==> src/rtl/core/bld_pkg.sv <==
// Shared types, constants and helpers for the pixel blend compositor.
// No dependencies; imported by every module of the block.
`default_nettype none
package bld_pkg;

  localparam logic [7:0]  FULL      = 8'd255;
  localparam logic [15:0] FULL_SQ   = 16'd65025;
  localparam logic [7:0]  OVL_SPLIT = 8'd128;
  localparam int DIV_STAGES = 6;
  localparam int DIV_STEPS  = 4;
  localparam int SIDE_DEPTH = 11;
  localparam int VLD_DEPTH  = 12;
  // floor(x / 130050) as (x * ALPHA_RECIP) >> ALPHA_SHIFT, exact for x < 2^26
  localparam logic [26:0] ALPHA_RECIP = 27'd67636241;
  localparam int ALPHA_SHIFT = 43;

  typedef enum logic [3:0] {
    MODE_NORMAL   = 4'd0,
    MODE_MULTIPLY = 4'd1,
    MODE_ADD      = 4'd2,
    MODE_BURN     = 4'd3,
    MODE_DODGE    = 4'd4,
    MODE_REFLECT  = 4'd5,
    MODE_GLOW     = 4'd6,
    MODE_OVERLAY  = 4'd7,
    MODE_DIFF     = 4'd8,
    MODE_NEGATE   = 4'd9,
    MODE_LIGHTEN  = 4'd10,
    MODE_DARKEN   = 4'd11,
    MODE_SCREEN   = 4'd12,
    MODE_XOR      = 4'd13
  } bld_mode_t;

  typedef enum logic {
    CFG_BLEND_MODE = 1'b0,
    CFG_OPACITY    = 1'b1
  } cfg_idx_t;

  // channel 0 red, 1 green, 2 blue, 3 alpha
  typedef struct packed {
    logic [3:0][7:0] base;
    logic [3:0][7:0] top;
  } pix_t;

  typedef struct packed {
    pix_t pix;
    logic at_zero;
    logic top_pass;
  } side_t;

  function automatic logic [7:0] div255(input logic [17:0] x);
    logic [18:0] sum;
    logic [10:0] q;
    logic [18:0] p;
    sum = {1'b0, x} + {9'd0, x[17:8]} + 19'd1;
    q   = sum[18:8];
    p   = {q, 8'd0} - {8'd0, q};
    if (p > {1'b0, x}) begin
      q = q - 11'd1;
    end else if (({1'b0, x} - p) >= 19'd255) begin
      q = q + 11'd1;
    end
    return q[7:0];
  endfunction

  function automatic logic [7:0] round_q16(input logic [23:0] q);
    logic [24:0] s;
    s = {1'b0, q} + 25'd32768;
    return (s[24:16] > 9'd255) ? FULL : s[23:16];
  endfunction

endpackage
`default_nettype wire

==> src/rtl/core/bld_div.sv <==
// Pipelined restoring divider: 24 quotient bits, four per stage, six stages.
// Depends on bld_pkg.
`default_nettype none
module bld_div (
  input  wire logic        clk,
  input  wire logic [31:0] num_i,
  input  wire logic [23:0] den_i,
  output logic [23:0]      quo_o
);
  import bld_pkg::*;

  logic [23:0] rem_r [DIV_STAGES];
  logic [23:0] low_r [DIV_STAGES];
  logic [23:0] quo_r [DIV_STAGES];
  logic [23:0] den_r [DIV_STAGES];

  for (genvar g = 0; g < DIV_STAGES; g++) begin : g_stage
    logic [23:0] rem_in, low_in, quo_in, den_in;
    logic [23:0] rem_nxt, low_nxt, quo_nxt;
    logic [24:0] t;

    if (g == 0) begin : g_first
      assign rem_in = num_i[31:8];
      assign low_in = {num_i[7:0], 16'd0};
      assign quo_in = 24'd0;
      assign den_in = den_i;
    end else begin : g_next
      assign rem_in = rem_r[g-1];
      assign low_in = low_r[g-1];
      assign quo_in = quo_r[g-1];
      assign den_in = den_r[g-1];
    end

    always_comb begin
      rem_nxt = rem_in;
      low_nxt = low_in;
      quo_nxt = quo_in;
      for (int k = 0; k < DIV_STEPS; k++) begin
        t       = {rem_nxt, low_nxt[23]};
        low_nxt = {low_nxt[22:0], 1'b0};
        if (t >= {1'b0, den_in}) begin
          t       = t - {1'b0, den_in};
          quo_nxt = {quo_nxt[22:0], 1'b1};
        end else begin
          quo_nxt = {quo_nxt[22:0], 1'b0};
        end
        rem_nxt = t[23:0];
      end
    end

    always_ff @(posedge clk) begin
      rem_r[g] <= rem_nxt;
      low_r[g] <= low_nxt;
      quo_r[g] <= quo_nxt;
      den_r[g] <= den_in;
    end
  end

  assign quo_o = quo_r[DIV_STAGES-1];

endmodule
`default_nettype wire
==> config.mk <==
export PLATFORM = sky130hd
export DESIGN_NAME = bld_div
export DESIGN_NICKNAME = d
export VERILOG_FILES = /design/src/rtl/core/bld_pkg.sv /design/src/rtl/core/bld_div.sv
export SDC_FILE = /design/constraint.sdc
export NUM_CORES = 2
export LEC_CHECK = 0
export BUFFER_PORTS_ARGS = -buffer_cell sky130_fd_sc_hd__buf_2
export CORE_UTILIZATION = 55
export CTS_BUF_LIST = sky130_fd_sc_hd__clkbuf_16
export DETAILED_ROUTE_END_ITERATION = 6
export MAX_ROUTING_LAYER = met4
export PLACE_DENSITY = 0.77
export SLEW_MARGIN = 20
export SYNTH_ARGS = -nofsm -noshare
export SYNTH_HDL_FRONTEND = slang
export SYNTH_SLANG_ARGS = --single-unit
==> constraint.sdc <==
create_clock -name clk -period 13.78 [get_ports clk]
set_input_delay 2.067 -clock clk [delete_from_list [all_inputs] [get_ports clk]]
set_output_delay 2.067 -clock clk [all_outputs]
set_load 0.02 [all_outputs]
==> summary.md <==
| Metric | Value |
|---|---|
| Run status | complete, no violations |
| Pins over their slew limit | 0 |
| Final setup fails | 0 |
| Mux cell area share after synthesis | 8.89% |
| Period utilisation layout | 94.8% |
| Pin count of the biggest net entering global routing | 34 |
| # DRC | 0 |
| Number of I/O port buffers | 80 |
| H-tree depth | 2 |
| Initial antenna violation count | 5 |
| Die width | 268 um |
| Min Hold Slack | 0.304 ns |
| Total track usage | 31.6% |
| WP data arrival | between 10 and 15 ns |
| Number of synthesized flops with an enable pin | 0 |
| Clock Path Buffers | 3 |
| Main synth FF type | dfxtp_1 |
| CORE AREA | 69900 um2 |
| Clock Pin Slew Worst Setup and Hold Paths | 0.07 ns |
| Syn Nets | 5493 |
| Crit end category | register |
| Yosys cell types | 90 |
| DR vias/cell | between 6 and 7 |
| Post-Route WL | 113000 um |
| Final hold vios | 0 |
| Slew HR | 30.8% |
| Synth Area in XOR/XNOR | ~10% |
| Post-Route Skew | 0.0394 ns |
| Critical path buffer and inverter count | 5 |
| Starting density of the core | 55.5% |
| RSZ-0062 raised after global routing | no |
| Chip height | 268 um |
| # fillers | about 6500 |
| Initial DRC Count | 2719 |
| Die area | 71600 um2 |
| Post-detail-place hpwl | between 90000 and 100000 um |
| Ports | 81 |
| Root buffer cell | clkbuf_16 |
| Simple-gate share of the synthesized area | approximately 15% |
| Worst Path Required | 14.22 ns |
| Num Clock Sinks | 328 |
| Mean post-synth cell area | between 7 and 8 um2 |
| Wire per inst | 19.1 um |
| Post-route minimum period | 13.06 ns |
| GR Overflow Total | 0 |
| Cell Rows | slightly below 100 |
| Post-synth ARST share | 0% |
| Routability cong. | 1.02 |
| Area grow syn2layout | 7.34% |
| Crit-path max cell delay | 0.71 ns |
| Drt pass-1 iters | 7 |
| Fraction of the mapped netlist area in adder cells | roughly a fifth |
| Most numerous cell on the critical path | o21ai_0 |
| Vias in the first global route | 34300 |
| Via total after detailed routing | 36300 |
| Cts bufs inserted | 40 |
| Post-synthesis compound-gate area fraction | 26.1% |
| Max Cap Viol | 0 |
| Worst hold path type | reg -> reg |
| Crit-path slowest cell | a2111oi_0 |
| Critical Path Source Type | register |
| Critical Setup Path Class | reg -> reg |
| Clk_lat worst skew | 0.59 ns |
| Antenna viol nets, final | 0 |
| Peak Freq | 76.5 MHz |
| Measured slew at the worst slew-check pin | roughly 1.0 ns |
| Combinational family with the most area after synthesis | compound AO/OA/AOI/OAI gates |
| Syn Inst Count | 4860 |
| Sequential share of the synthesized area | 16.9% |
| CTS tree | done |
| NumNets Final | 5561 |
| Post-Syn Area | approximately 39000 um2 |
| First-pass GRT wire length | 177000 um |
| Total negative setup slack | 0 ns |
| Share of cells above drive strength 1 | 11.0% |
| CP Max Fanout | 33 |
| Crit path max-delay family | compound AO/OA/AOI/OAI gates |
| Syn. warnings | 0 |
| FF+latch count, synth | around 330 |
Yosys cell counts, types with 56 or more instances:
cell type / number / share of area [%]
nand2b_1: 66 / 1.1
clkbuf_1: 57 / 0.55
xor2_1: 155 / 3.5
o21bai_1: 56 / 1.1
mux2_2: 267 / 7.7
ha_1: 564 / 18
nand2_1: 307 / 3.0
nand3_1: 89 / 1.1
xnor2_1: 288 / 6.5
inv_1: 288 / 2.8
a21oi_1: 481 / 6.2
a21o_1: 244 / 4.7
dfxtp_1: 328 / 17
nor2b_1: 68 / 1.1
o21ai_0: 299 / 3.9
nor3_1: 83 / 1.1
nand4_1: 78 / 1.3
nor2_1: 386 / 3.7
o21a_1: 99 / 1.9
cell families after synthesis:
kind of cell / Yosys count
buf+inv: 395
xor+xnor: 443
simple gates: 1244
fa+ha+maj: 576
flops: 328
compound gates: 1564
mux: 310
final timing paths:
kind,cells after the start,endpoint,startpoint,slack [ns]
min,0,quo_r[4][14]$_DFF_P_,quo_r[3][10]$_DFF_P_,0.30
max reg2reg,45,rem_r[4][20]$_DFF_P_,den_r[3][1]$_DFF_P_,0.72
max,45,rem_r[4][20]$_DFF_P_,den_r[3][1]$_DFF_P_,0.72
min reg2reg,0,quo_r[4][14]$_DFF_P_,quo_r[3][10]$_DFF_P_,0.30
layout make-up:
type	count	area, um2	area share, %
diodes	1	2.50	0.00601
clock buffers	40	1000	2.40
clock inverters	29	327	0.784
inverters	296	1110	2.67
multi-input cells	4138	30700	73.8
flip-flops and latches	328	6570	15.8
well taps	940	1180	2.82
repair buffers	124	734	1.76
what timing repair did:
item	4_1_cts	5_1_grt
resized for setup	0	6
endpoints found under the setup margin	0	41
hold buffers	0	0
buffers inserted	0	4
metrics by stage:
step | std cells | utilization, % | area [um2] | setup slack [ns]
after CTS | 5890 | 59.5 | 41600 | 0.654
after global routing | 5896 | 59.6 | 41600 | 0.0178
after floorplan | 4860 | - | 38800 | 0.737
final | 5896 | 59.6 | 41600 | 0.717
after detailed placement | 5821 | 57.6 | 40200 | 0.164
after global placement | 5821 | 57.6 | 40200 | 0.487
cells in the final DEF (no fill, tap or decap), types with 45 or more instances in the layout:
| cell | instances |
|---|---|
| nand4_1 | 78 |
| a31oi_1 | 45 |
| xnor2_1 | 288 |
| xor2_1 | 155 |
| nor2b_1 | 68 |
| o21ai_0 | 298 |
| inv_1 | 289 |
| mux2_2 | 267 |
| nor2_1 | 386 |
| ha_1 | 564 |
| o31ai_1 | 45 |
| nand3_1 | 89 |
| a21o_1 | 244 |
| a21oi_1 | 480 |
| o21bai_1 | 56 |
| nor3_1 | 82 |
| nand2_1 | 307 |
| nand2b_1 | 66 |
| o21a_1 | 99 |
| buf_2 | 80 |
| dfxtp_1 | 328 |
sequential cells by signal, indices dropped and copies added (netlist names):
register	flops
low_r	4
rem_r	120
den_r	120
quo_r	84
metal layers:
| layer | global-route usage, % | share of wire [%] | vias up |
|---|---|---|---|
| li1 | - | - | 18000 |
| met1 | 37.3 | 43 | 16800 |
| met2 | 53.5 | 47 | 1180 |
| met3 | 3.20 | 5.2 | 336 |
| met4 | 15.1 | 5.0 | 0 |
| met5 | - | 0 | - |
worst reg2reg max path: cells and delay by family, from the launching register on:
family / cells / cell delay [ns]
compound gates: 25 / 6.43
simple gates: 8 / 2.06
buf+inv: 5 / 1.56
fa+ha+maj: 4 / 1.19
mux: 3 / 1.18
flops: 1 / 0.47
Power is not shown: default switching activity piles up to over one toggle a cycle in this logic, so the estimate is an artifact.
