[src/rtl/core/bld_pkg.sv]
// Shared types, constants and helpers for the pixel blend compositor.
// No dependencies; imported by every module of the block.
`default_nettype none
package bld_pkg;

  localparam logic [7:0]  FULL      = 8'd255;
  localparam logic [15:0] FULL_SQ   = 16'd65025;
  localparam logic [7:0]  OVL_SPLIT = 8'd128;
  localparam int DIV_STAGES = 6;
  localparam int DIV_STEPS  = 4;
  localparam int SIDE_DEPTH = 11;
  localparam int VLD_DEPTH  = 12;
  // floor(x / 130050) as (x * ALPHA_RECIP) >> ALPHA_SHIFT, exact for x < 2^26
  localparam logic [26:0] ALPHA_RECIP = 27'd67636241;
  localparam int ALPHA_SHIFT = 43;

  typedef enum logic [3:0] {
    MODE_NORMAL   = 4'd0,
    MODE_MULTIPLY = 4'd1,
    MODE_ADD      = 4'd2,
    MODE_BURN     = 4'd3,
    MODE_DODGE    = 4'd4,
    MODE_REFLECT  = 4'd5,
    MODE_GLOW     = 4'd6,
    MODE_OVERLAY  = 4'd7,
    MODE_DIFF     = 4'd8,
    MODE_NEGATE   = 4'd9,
    MODE_LIGHTEN  = 4'd10,
    MODE_DARKEN   = 4'd11,
    MODE_SCREEN   = 4'd12,
    MODE_XOR      = 4'd13
  } bld_mode_t;

  typedef enum logic {
    CFG_BLEND_MODE = 1'b0,
    CFG_OPACITY    = 1'b1
  } cfg_idx_t;

  // channel 0 red, 1 green, 2 blue, 3 alpha
  typedef struct packed {
    logic [3:0][7:0] base;
    logic [3:0][7:0] top;
  } pix_t;

  typedef struct packed {
    pix_t pix;
    logic at_zero;
    logic top_pass;
  } side_t;

  function automatic logic [7:0] div255(input logic [17:0] x);
    logic [18:0] sum;
    logic [10:0] q;
    logic [18:0] p;
    sum = {1'b0, x} + {9'd0, x[17:8]} + 19'd1;
    q   = sum[18:8];
    p   = {q, 8'd0} - {8'd0, q};
    if (p > {1'b0, x}) begin
      q = q - 11'd1;
    end else if (({1'b0, x} - p) >= 19'd255) begin
      q = q + 11'd1;
    end
    return q[7:0];
  endfunction

  function automatic logic [7:0] round_q16(input logic [23:0] q);
    logic [24:0] s;
    s = {1'b0, q} + 25'd32768;
    return (s[24:16] > 9'd255) ? FULL : s[23:16];
  endfunction

endpackage
`default_nettype wire

[src/rtl/core/bld_mode.sv]
// Per-channel blend mode unit: three register stages, saturated mode colour.
// Depends on bld_pkg.
`default_nettype none
module bld_mode (
  input  wire logic             clk,
  input  wire logic [7:0]       f_i,
  input  wire logic [7:0]       s_i,
  input  wire bld_pkg::bld_mode_t mode_i,
  output logic [7:0]            m_o
);
  import bld_pkg::*;

  // stage 1
  bld_mode_t  mode1_r, mode2_r;
  logic [7:0] s1_r;
  logic [15:0] fs1_r, inv1_r, dnum1_r, dnum2_r;
  logic [7:0] dden1_r, dden2_r;
  logic       grd1_r, grd2_r;
  logic [7:0] gval1_r, gval2_r, simp1_r, simp2_r;
  logic [7:0] arith2_r;
  logic       sat2_r;
  logic [7:0] rem2_r;
  logic [3:0] qhi2_r;
  logic [7:0] m_r;

  logic [7:0]  fs_nxt_a, fs_nxt_b, if_v, is_v, simp_nxt, gval_nxt, dden_nxt;
  logic        grd_nxt;
  logic [8:0]  sum9;
  logic signed [9:0] neg_t;
  logic [9:0]  neg_abs;

  always_comb begin
    if_v     = FULL - f_i;
    is_v     = FULL - s_i;
    sum9     = {1'b0, f_i} + {1'b0, s_i};
    neg_t    = $signed({2'b00, FULL}) - $signed({2'b00, f_i}) - $signed({2'b00, s_i});
    neg_abs  = neg_t[9] ? 10'(-neg_t) : 10'(neg_t);
    unique case (mode_i)
      MODE_ADD:     simp_nxt = sum9[8] ? FULL : sum9[7:0];
      MODE_DIFF:    simp_nxt = (f_i > s_i) ? (f_i - s_i) : (s_i - f_i);
      MODE_NEGATE:  simp_nxt = FULL - neg_abs[7:0];
      MODE_LIGHTEN: simp_nxt = (f_i > s_i) ? f_i : s_i;
      MODE_DARKEN:  simp_nxt = (f_i < s_i) ? f_i : s_i;
      MODE_XOR:     simp_nxt = f_i ^ s_i;
      default:      simp_nxt = s_i;
    endcase
    fs_nxt_a = 8'd0;
    fs_nxt_b = 8'd0;
    dden_nxt = 8'd1;
    grd_nxt  = 1'b0;
    gval_nxt = 8'd0;
    unique case (mode_i)
      MODE_BURN: begin
        fs_nxt_a = if_v; fs_nxt_b = FULL; dden_nxt = s_i;
        grd_nxt  = (s_i == 8'd0); gval_nxt = 8'd0;
      end
      MODE_DODGE: begin
        fs_nxt_a = f_i; fs_nxt_b = FULL; dden_nxt = is_v;
        grd_nxt  = (s_i == FULL); gval_nxt = FULL;
      end
      MODE_REFLECT: begin
        fs_nxt_a = f_i; fs_nxt_b = f_i; dden_nxt = is_v;
        grd_nxt  = (s_i == 8'd0) || (s_i == FULL);
        gval_nxt = (s_i == 8'd0) ? f_i : FULL;
      end
      MODE_GLOW: begin
        fs_nxt_a = s_i; fs_nxt_b = s_i; dden_nxt = if_v;
        grd_nxt  = (s_i == 8'd0) || (f_i == FULL);
        gval_nxt = (s_i == 8'd0) ? f_i : FULL;
      end
      default: begin
      end
    endcase
    if (grd_nxt) begin
      dden_nxt = 8'd1;
    end
  end

  always_ff @(posedge clk) begin
    mode1_r <= mode_i;
    s1_r    <= s_i;
    fs1_r   <= f_i * s_i;
    inv1_r  <= if_v * is_v;
    dnum1_r <= fs_nxt_a * fs_nxt_b;
    dden1_r <= dden_nxt;
    grd1_r  <= grd_nxt;
    gval1_r <= gval_nxt;
    simp1_r <= simp_nxt;
  end

  // stage 2: arithmetic modes, first quotient bits
  logic [7:0] arith_nxt, rem_a;
  logic [3:0] qhi_nxt;
  logic       sat_nxt;
  logic [8:0] ta;

  always_comb begin
    unique case (mode1_r)
      MODE_MULTIPLY: arith_nxt = div255({2'b00, fs1_r});
      MODE_OVERLAY:  arith_nxt = (s1_r < OVL_SPLIT) ? div255({1'b0, fs1_r, 1'b0})
                                                    : FULL - div255({1'b0, inv1_r, 1'b0});
      default:       arith_nxt = FULL - div255({2'b00, inv1_r});
    endcase
    sat_nxt = ({1'b0, dnum1_r[15:9]} >= dden1_r);
    rem_a   = {1'b0, dnum1_r[15:9]};
    qhi_nxt = 4'd0;
    for (int i = 8; i >= 5; i--) begin
      ta = {rem_a, dnum1_r[i]};
      if (ta >= {1'b0, dden1_r}) begin
        ta = ta - {1'b0, dden1_r};
        qhi_nxt = {qhi_nxt[2:0], 1'b1};
      end else begin
        qhi_nxt = {qhi_nxt[2:0], 1'b0};
      end
      rem_a = ta[7:0];
    end
  end

  always_ff @(posedge clk) begin
    mode2_r  <= mode1_r;
    dnum2_r  <= dnum1_r;
    dden2_r  <= dden1_r;
    grd2_r   <= grd1_r;
    gval2_r  <= gval1_r;
    simp2_r  <= simp1_r;
    arith2_r <= arith_nxt;
    sat2_r   <= sat_nxt;
    rem2_r   <= rem_a;
    qhi2_r   <= qhi_nxt;
  end

  // stage 3: last quotient bits, saturate, select
  logic [7:0] rem_b, m_nxt;
  logic [4:0] qlo;
  logic [8:0] tb, q;
  logic       over;

  always_comb begin
    rem_b = rem2_r;
    qlo   = 5'd0;
    for (int i = 4; i >= 0; i--) begin
      tb = {rem_b, dnum2_r[i]};
      if (tb >= {1'b0, dden2_r}) begin
        tb = tb - {1'b0, dden2_r};
        qlo = {qlo[3:0], 1'b1};
      end else begin
        qlo = {qlo[3:0], 1'b0};
      end
      rem_b = tb[7:0];
    end
    q    = {qhi2_r, qlo};
    over = sat2_r || q[8];
    unique case (mode2_r)
      MODE_BURN:                          m_nxt = over ? 8'd0 : FULL - q[7:0];
      MODE_DODGE, MODE_REFLECT, MODE_GLOW: m_nxt = over ? FULL : q[7:0];
      MODE_MULTIPLY, MODE_OVERLAY, MODE_SCREEN: m_nxt = arith2_r;
      default:                            m_nxt = simp2_r;
    endcase
    if (grd2_r) begin
      m_nxt = gval2_r;
    end
  end

  always_ff @(posedge clk) begin
    m_r <= m_nxt;
  end

  assign m_o = m_r;

endmodule
`default_nettype wire

[config.mk]
export PLATFORM = sky130hd
export DESIGN_NAME = bld_mode
export DESIGN_NICKNAME = d
export VERILOG_FILES = /design/src/rtl/core/bld_pkg.sv /design/src/rtl/core/bld_mode.sv
export SDC_FILE = /design/constraint.sdc
export NUM_CORES = 1
export LEC_CHECK = 0
export BUFFER_PORTS_ARGS = -buffer_cell sky130_fd_sc_hd__buf_2
export CORE_MARGIN = 2
export CORE_UTILIZATION = 30
export CTS_CLUSTER_DIAMETER = 120
export DETAILED_ROUTE_END_ITERATION = 6
export MAX_ROUTING_LAYER = met4
export SETUP_SLACK_MARGIN = 0.4
export SYNTH_ARGS = -nofsm -noshare
export SYNTH_HDL_FRONTEND = slang
export SYNTH_SLANG_ARGS = --single-unit
[constraint.sdc]
create_clock -name clk -period 11.4 [get_ports clk]
set_clock_uncertainty 0.05 [all_clocks]
set_input_delay 1.71 -clock clk [delete_from_list [all_inputs] [get_ports clk]]
set_output_delay 1.71 -clock clk [all_outputs]
set_load 0.03 [all_outputs]
==> results_dict.tcl, run 1 <==
set metrics [dict create \
    maxCapViolations 0 \
    io_pins 29 \
    place.gp.congestion 0.930 \
    yosysWarnings 0 \
    synth_nets 3507 \
    synthFlopType "dfxtp_1" \
    status "finished, final reports clean" \
    cp_slowest_stage_delay_ns 0.41 \
    drc 0 \
    root_buffer "clkbuf_16" \
    clk_latency_ns 0.43 \
    cts.hold.buffers_added 0 \
    drt-total-wl_microns 68800 \
    crit_path_start_kind "flop" \
    antenna_found_initial 1 \
    path_buf_inv 3 \
    row_count 102 \
    io_buffer_count 28 \
    wl_per_cell_microns 16.8 \
    crit_arrival_ns 10.56 \
    grt_max_degree 32 \
    synth_top_cell_area_share_pct 16.9 \
    syn-mean-instance-area_sq_um 7.63 \
    drive_gt1_share_pct 6.02 \
    cts_buffer_depth 2 \
    met2_usage_pct 28.0 \
    setup_tns_ns 0 \
    worstPathMaxFanout 4 \
    netlist.top_cell.by_area "ha_1" \
    busiest_layer "met2" \
    cp_common_cell "a21o_1" \
    synthCells 3050 \
    htree_levels 4 \
    fmax_mhz 97.5 \
    fin_nets 3486 \
    grt_use_total_pct 17.5 \
    rsz0062_at_grt "true" \
    end_kind "flop" \
    cts_tree "yes" \
    period_share_pct 90.0 \
    clock-sinks 141 \
    finalCriticalPeriod_ns 10.26 \
    core_area_sq_um 77200 \
    setup_violations 0 \
    final_util_pct 32.7 \
    dieArea_sq_um 79900 \
    synth-async-reset-ratio_pct 0 \
    crit_family "compound AO/OA/AOI/OAI gates" \
    ant_nets 0 \
    synth.distinct_cells 100 \
    cts.reportedPaths.clkPinSlew_ns 0.07 \
    reg_top3 "dnum1_r x16, fs1_r x16, inv1_r x16" \
    required_ns 11.70 \
    grt_pass1_vias 20700 \
    critPathKind "reg2reg" \
    drt_pass1_iterations 6 \
    synth-edff-count 0 \
    antennaDiodeCount 0 \
    met3_usage_pct 0.925 \
    numCtsBuffers 17 \
    initial_utilization_pct 30.2 \
    ys_seq_elements 141 \
    dpl.hpwl_microns 53800 \
    gr-total-overflow 0 \
    area_delta_synth_final_pct 8.37 \
    die_h_microns 283 \
    initialDrtViolationCount 1668 \
    seq_area_frac_synth_pct 12.1 \
    worstMarginPinSlew_ns 1.01 \
    viasPerCell 5.36 \
    slew_violations 0 \
    stdcell_count 4082 \
    synth_area_leaders "ha_1 (17%), dfxtp_1 (12%), fa_1 (10%)" \
    hold_violations 0 \
    dp_cells 4036 \
    relSlewSlack_pct 32.3 \
    vias 21900 \
    grt_pass1_wl_microns 111000 \
    hold_class "reg2reg" \
    die_x_microns 283 \
    slowest_stage "mux2_2" \
    syn-cell-area_sq_um 23300 \
    grt.met1_usage_pct 24.5 \
]
==> through the flow <==
stage	hold slack (ns)	setup WS [ns]	area, sq um
3_5_place_dp	0.263	0.397	24500
2_1_floorplan	0.260	1.01	23300
5_1_grt	0.278	0.331	25200
3_3_place_gp	0.262	0.503	24500
6_report	0.267	1.14	25200
4_1_cts	0.270	0.449	25000
==> final cells by class <==
| cell class | count | area [sq um] |
|---|---|---|
| clock buffer | 18 | 429 |
| sequential | 141 | 2830 |
| clock inverter | 14 | 154 |
| timing repair buffer | 58 | 369 |
| tap | 1040 | 1300 |
| inverter | 323 | 1220 |
| fill | 8307 | 52000 |
| multi-input combinational | 2488 | 18900 |
==> Yosys cell counts, drive strengths merged (20+ instances only) <==
cell / n
o31ai: 25
dfxtp: 141
a21boi: 29
o21ai: 200
nor3: 52
xnor2: 142
mux2: 25
o221ai: 20
ha: 315
and2: 36
nand4: 37
a21o: 60
a211oi: 31
and3: 30
fa: 121
nor2b: 36
inv: 316
o21a: 45
o211ai: 29
a221oi: 23
xor2: 52
clkbuf: 85
nand2: 297
mux2i: 30
nor2: 308
nand2b: 39
nand3: 52
a31oi: 20
a21oi: 184
==> cells in the final DEF (no fill, tap or decap), types with 59 or more instances in the layout <==
cell type,count
a21oi_1,178
fa_1,121
inv_1,307
nor2_1,307
o21ai_0,175
dfxtp_1,138
xnor2_1,142
a21o_1,59
ha_1,313
nand2_1,296
==> timing repair <==
item / CTS / global route
gates resized for setup: 2 / 30
setup endpoints to repair: 1 / 10
pin swaps: 0 / 5
setup buffers: 0 / 14
==> logic make-up (layout without fill, tap and decap cells) <==
logic type      after synthesis  count (layout)  share of synthesized area, %
simple gates                977             977                          19.8
buf+inv                     421             413                          6.91
mux                          55              55                          2.50
fa+ha+maj                   436             436                          27.3
compound gates              825             825                          23.8
xor+xnor                    195             195                          7.47
flops                       141             141                          12.1
==> worst register-to-register path, delay by kind of cell (launching register included) <==
kind / cells / cell delay, ns
buffers and inverters: 3 / 0.20
adder cells (fa/ha/maj): 5 / 1.34
AND/OR/NAND/NOR: 8 / 1.21
AO/OA/AOI/OAI: 32 / 5.70
flip-flops: 1 / 0.35
multiplexers: 4 / 1.33
==> final timing paths <==
path	slack, ns	from	cells past startpoint	to
worst max-delay path	1.14	dnum2_r[4]	52	m_o[0]
worst min-delay path	0.27	gval1_r[6]	0	gval2_r[6]
worst max register to register	1.14	dnum2_r[4]	52	m_o[0]
worst min register to register	0.27	gval1_r[6]	0	gval2_r[6]
==> routing by layer <==
metal / up-vias / wire (microns)
li1: 10700 / -
met1: 10400 / 33400
met2: 664 / 31100
met3: 80 / 3200
met4: 0 / 1050
met5: - / 0
Power of run 1 is not shown: default switching activity piles up to over one toggle a cycle in this logic, so the estimate is an artifact.
==> run 2: changes to the inputs <==
Settings changed: GPL_TIMING_DRIVEN from default to 0, REMOVE_ABC_BUFFERS from default to 1.
==> run 2 against run 1 <==
Wire length is 1.7% lower. Maximum frequency is 0.17% lower. Sequential cell count stayed put.
==> results_dict.tcl, run 2 (synthesis results as in run 1) <==
set metrics [dict create \
    multiInputGateArea_sq_um 19000 \
    row_count 102 \
    grt_pass1_vias 20700 \
    fmax_mhz 97.3 \
    cts.hold.buffers_added 0 \
    worstMarginPinSlew_ns 1.17 \
    crit_path_start_kind "flop" \
    drive_gt1_share_pct 6.13 \
    antennaDiodeCount 0 \
    cp_slowest_stage_delay_ns 0.39 \
    finalCriticalPeriod_ns 10.27 \
    numCtsBuffers 17 \
    io_buffer_count 28 \
    initial_utilization_pct 30.2 \
    drt-total-wl_microns 67600 \
    grt_use_total_pct 17.5 \
    hold_class "reg2reg" \
    slew_violations 0 \
    cts_buffer_depth 2 \
    dpl.hpwl_microns 53000 \
    core_area_sq_um 77200 \
    design_area_sq_um 25300 \
    initialDrtViolationCount 1771 \
    fin_nets 3478 \
    period_share_pct 90.1 \
    grt_pass1_wl_microns 110000 \
    drt_pass1_iterations 6 \
    regArea_sq_um 2830 \
    busiest_layer "met2" \
    dp_cells 4021 \
    ant_nets 0 \
    maxCapViolations 0 \
    io_pins 29 \
    hold_violations 0 \
    cts.reportedPaths.clkPinSlew_ns 0.07 \
    viasPerCell 5.30 \
    rsz0062_at_grt "false" \
    area_delta_synth_final_pct 8.45 \
    slowest_stage "mux2_2" \
    die_x_microns 283 \
    met2_usage_pct 27.5 \
    wl_per_cell_microns 16.6 \
    mostFrequentLayoutCell "ha_1" \
    critPathKind "reg2reg" \
    drc 0 \
    clk_latency_ns 0.43 \
    dieArea_sq_um 79900 \
    cp_common_cell "a21o_1" \
    met3_usage_pct 2.09 \
    end_kind "flop" \
    clock-sinks 141 \
    setup_violations 0 \
    required_ns 11.68 \
    root_buffer "clkbuf_16" \
    final_util_pct 32.7 \
    antenna_found_initial 0 \
    placed_area_sq_um 24300 \
    grt.met1_usage_pct 23.7 \
    nFillCells 8196 \
    reg_top3 "dnum1_r x16, fs1_r x16, inv1_r x16" \
    vias 21600 \
    grt_max_degree 32 \
    crit_arrival_ns 10.55 \
    worstPathMaxFanout 5 \
    relSlewSlack_pct 21.2 \
    stdcell_count 4073 \
    die_h_microns 283 \
    final_cell_mix "ha_1 (315), inv_1 (308), nor2_1 (306), nand2_1 (296), a21oi_1 (178)" \
    place.gp.congestion 0.941 \
    gr-total-overflow 0 \
    cts_tree "yes" \
    htree_levels 4 \
    status "finished, final reports clean" \
]
[run 2: changes by cell type in the layout (fill, tap and decap cells not counted), sizes merged]
cell,previous run,this run
buf,58,50
clkbuf,18,17
clkinv,12,13
clkinvlp,3,2
[run 2: worst paths after layout]
kind         slack, ns       start          to  cells after the start
max               1.13  dnum2_r[4]      m_o[0]                     52
min reg2reg       0.27  gval1_r[1]  gval2_r[1]                      0
max reg2reg       1.13  dnum2_r[4]      m_o[0]                     52
min               0.27  gval1_r[1]  gval2_r[1]                      0
[run 2: metal layers]
layer | up-vias | part of all wire, %
met5 | - | 0
met4 | 0 | 2.0
met3 | 90 | 5.6
met2 | 584 | 45
met1 | 10200 | 47
li1 | 10700 | -
[run 2: critical path: cells and delay by family (launching register included)]
family                     cells  cell delay (ns)
adders and majority gates      5             1.32
buffers and inverters          3             0.19
muxes                          4             1.28
and+or+nand+nor                8             1.23
AOI/OAI and AO/OA             32             5.70
DFF                            1             0.35
[run 2: timing repair]
item / 4_1_cts / 5_1_grt
pin swaps: 4 / 8
setup buffers: 5 / 16
gates resized for setup: 18 / 37
endpoints found under the setup margin: 10 / 10
[run 2: final cells by class]
| cell class | instances | area share [%] |
|---|---|---|
| timing repair buffer | 50 | 1.22 |
| multi-input combinational | 2488 | 75.3 |
| sequential | 141 | 11.2 |
| tap | 1040 | 5.15 |
| clock buffer | 17 | 1.68 |
| clock inverter | 14 | 0.614 |
| inverter | 323 | 4.83 |
[run 2: metrics by stage]
step	hold WS [ns]	setup TNS [ns]	setup slack, ns
2_1_floorplan	0.260	0	0.738
3_3_place_gp	0.263	-3.11	-1.46
3_5_place_dp	0.264	-4.11	-1.69
4_1_cts	0.273	0	0.405
5_1_grt	0.282	0	0.340
6_report	0.270	0	1.13
Power of run 2 is left out for the same reason.
==> run 3: changes to the inputs <==
Settings changed: ABC_CLOCK_PERIOD_IN_PS from default to 10300, SKIP_LAST_GASP from default to 1.
Clock period 11.4 ns to 10.3 ns, I/O delays scaled along.
==> run 3 against run 2 <==
First-iteration DRC count rose by 3.3%. Non-clock buffer count rose by 61. Clock-buffer cell count did not move. Global-route usage rose by 0.31 points. Worst hold slack barely moved. Die area did not move. Maximum frequency rose by 7.1%. Critical path depth rose by 6.
==> results_dict.tcl, run 3 (synthesis results as in run 1) <==
set metrics [dict create \
    critPathKind "reg2reg" \
    ant_nets 0 \
    drt_pass1_iterations 7 \
    die_x_microns 283 \
    drive_gt1_share_pct 9.83 \
    cp_slowest_stage_delay_ns 0.40 \
    crit_arrival_ns 9.88 \
    fmax_mhz 104 \
    vias 21900 \
    final_cell_mix "nor2_1 (306), inv_1 (299), ha_1 (299), nand2_1 (294), a21oi_1 (172)" \
    required_ns 10.60 \
    cts_tree "yes" \
    grt_pass1_wl_microns 112000 \
    placed_area_sq_um 24300 \
    relSlewSlack_pct 17.3 \
    initialDrtViolationCount 1829 \
    core_area_sq_um 77200 \
    initial_utilization_pct 30.2 \
    viasPerCell 5.31 \
    finalCriticalPeriod_ns 9.59 \
    design_area_sq_um 26100 \
    antennaDiodeCount 0 \
    io_buffer_count 28 \
    dpl.hpwl_microns 53000 \
    drt-total-wl_microns 69300 \
    fin_nets 3539 \
    grt_pass1_vias 21100 \
    dieArea_sq_um 79900 \
    gr-total-overflow 0 \
    slew_violations 0 \
    cts.hold.buffers_added 0 \
    setup_violations 0 \
    status "finished, final reports clean" \
    cts.reportedPaths.clkPinSlew_ns 0.07 \
    cts_buffer_depth 2 \
    hold_violations 0 \
    clk_latency_ns 0.43 \
    period_share_pct 93.1 \
    slowest_stage "fa_2" \
    htree_levels 4 \
    row_count 102 \
    crit_path_start_kind "flop" \
    final_util_pct 33.8 \
    cp_common_cell "buf_4" \
    end_kind "flop" \
    worstPathMaxFanout 5 \
    clock-sinks 141 \
    hold_class "reg2reg" \
    root_buffer "clkbuf_16" \
    io_pins 29 \
    wl_per_cell_microns 16.8 \
    grt_use_total_pct 17.8 \
    reg_top3 "dnum1_r x16, fs1_r x16, inv1_r x16" \
    antenna_found_initial 0 \
    numCtsBuffers 17 \
    grt_max_degree 32 \
    die_h_microns 283 \
    whs_ns 0.269 \
    area_delta_synth_final_pct 12.1 \
    mostFrequentLayoutCell "nor2_1" \
    rsz0062_at_grt "false" \
    place.gp.congestion 0.941 \
    drc 0 \
    nFillCells 8098 \
    maxCapViolations 0 \
    worstMarginPinSlew_ns 1.23 \
]
run 3: cell types whose count changed in the layout (fill, tap and decap cells not counted), sizes merged:
| cell | delta |
|---|---|
| buf | +61 |
| inv | -1 |
| clkinvlp | +1 |
run 3: worst max-delay path, delay by kind of cell (launching register included):
family	cells	cell delay, ns
xor gates and xnor gates	1	0.10
AOI/OAI and AO/OA	23	3.92
DFF	1	0.36
buffers and inverters	19	2.23
adders and majority gates	5	1.25
and+or+nand+nor	8	0.89
muxes	2	0.68
run 3: worst paths after layout:
check        startpoint         end  slack (ns)  depth (start not counted)
min reg2reg  gval1_r[1]  gval2_r[1]        0.27                          0
max reg2reg  dden2_r[1]      m_o[0]        0.71                         58
max          dden2_r[1]      m_o[0]        0.71                         58
min          gval1_r[1]  gval2_r[1]        0.27                          0
run 3: final cells by class:
cell class              instances  area [sq um]  area share, %
multi-input cells            2488         19400           74.3
flip-flops and latches        141          2830           10.8
well taps                    1040          1300           4.98
inverters                     323          1230           4.72
repair buffers                111           771           2.95
clock buffers                  17           425           1.63
clock inverters                14           155          0.594
run 3: repair_timing:
action,CTS,global route
pin swaps,30,40
setup endpoints to repair,11,10
gates resized for setup,77,66
buffers inserted,66,16
run 3: layer usage:
| layer | vias up | global-route usage [%] | routed length (microns) |
|---|---|---|---|
| met5 | - | - | 0 |
| met4 | 0 | 4.79 | 1420 |
| met3 | 96 | 2.09 | 3660 |
| met2 | 615 | 28.2 | 31600 |
| met1 | 10400 | 23.9 | 32600 |
| li1 | 10800 | - | - |
run 3: per-stage QoR:
stage               setup WS, ns  cells  setup TNS, ns
global route               0.310   4134              0
floorplan                 -0.362   2952         -0.362
global placement           -2.56   4020         -14.28
finish                     0.711   4134              0
detailed placement         -2.79   4021         -15.61
CTS                        0.405   4118              0
Power of run 3 is left out for the same reason.
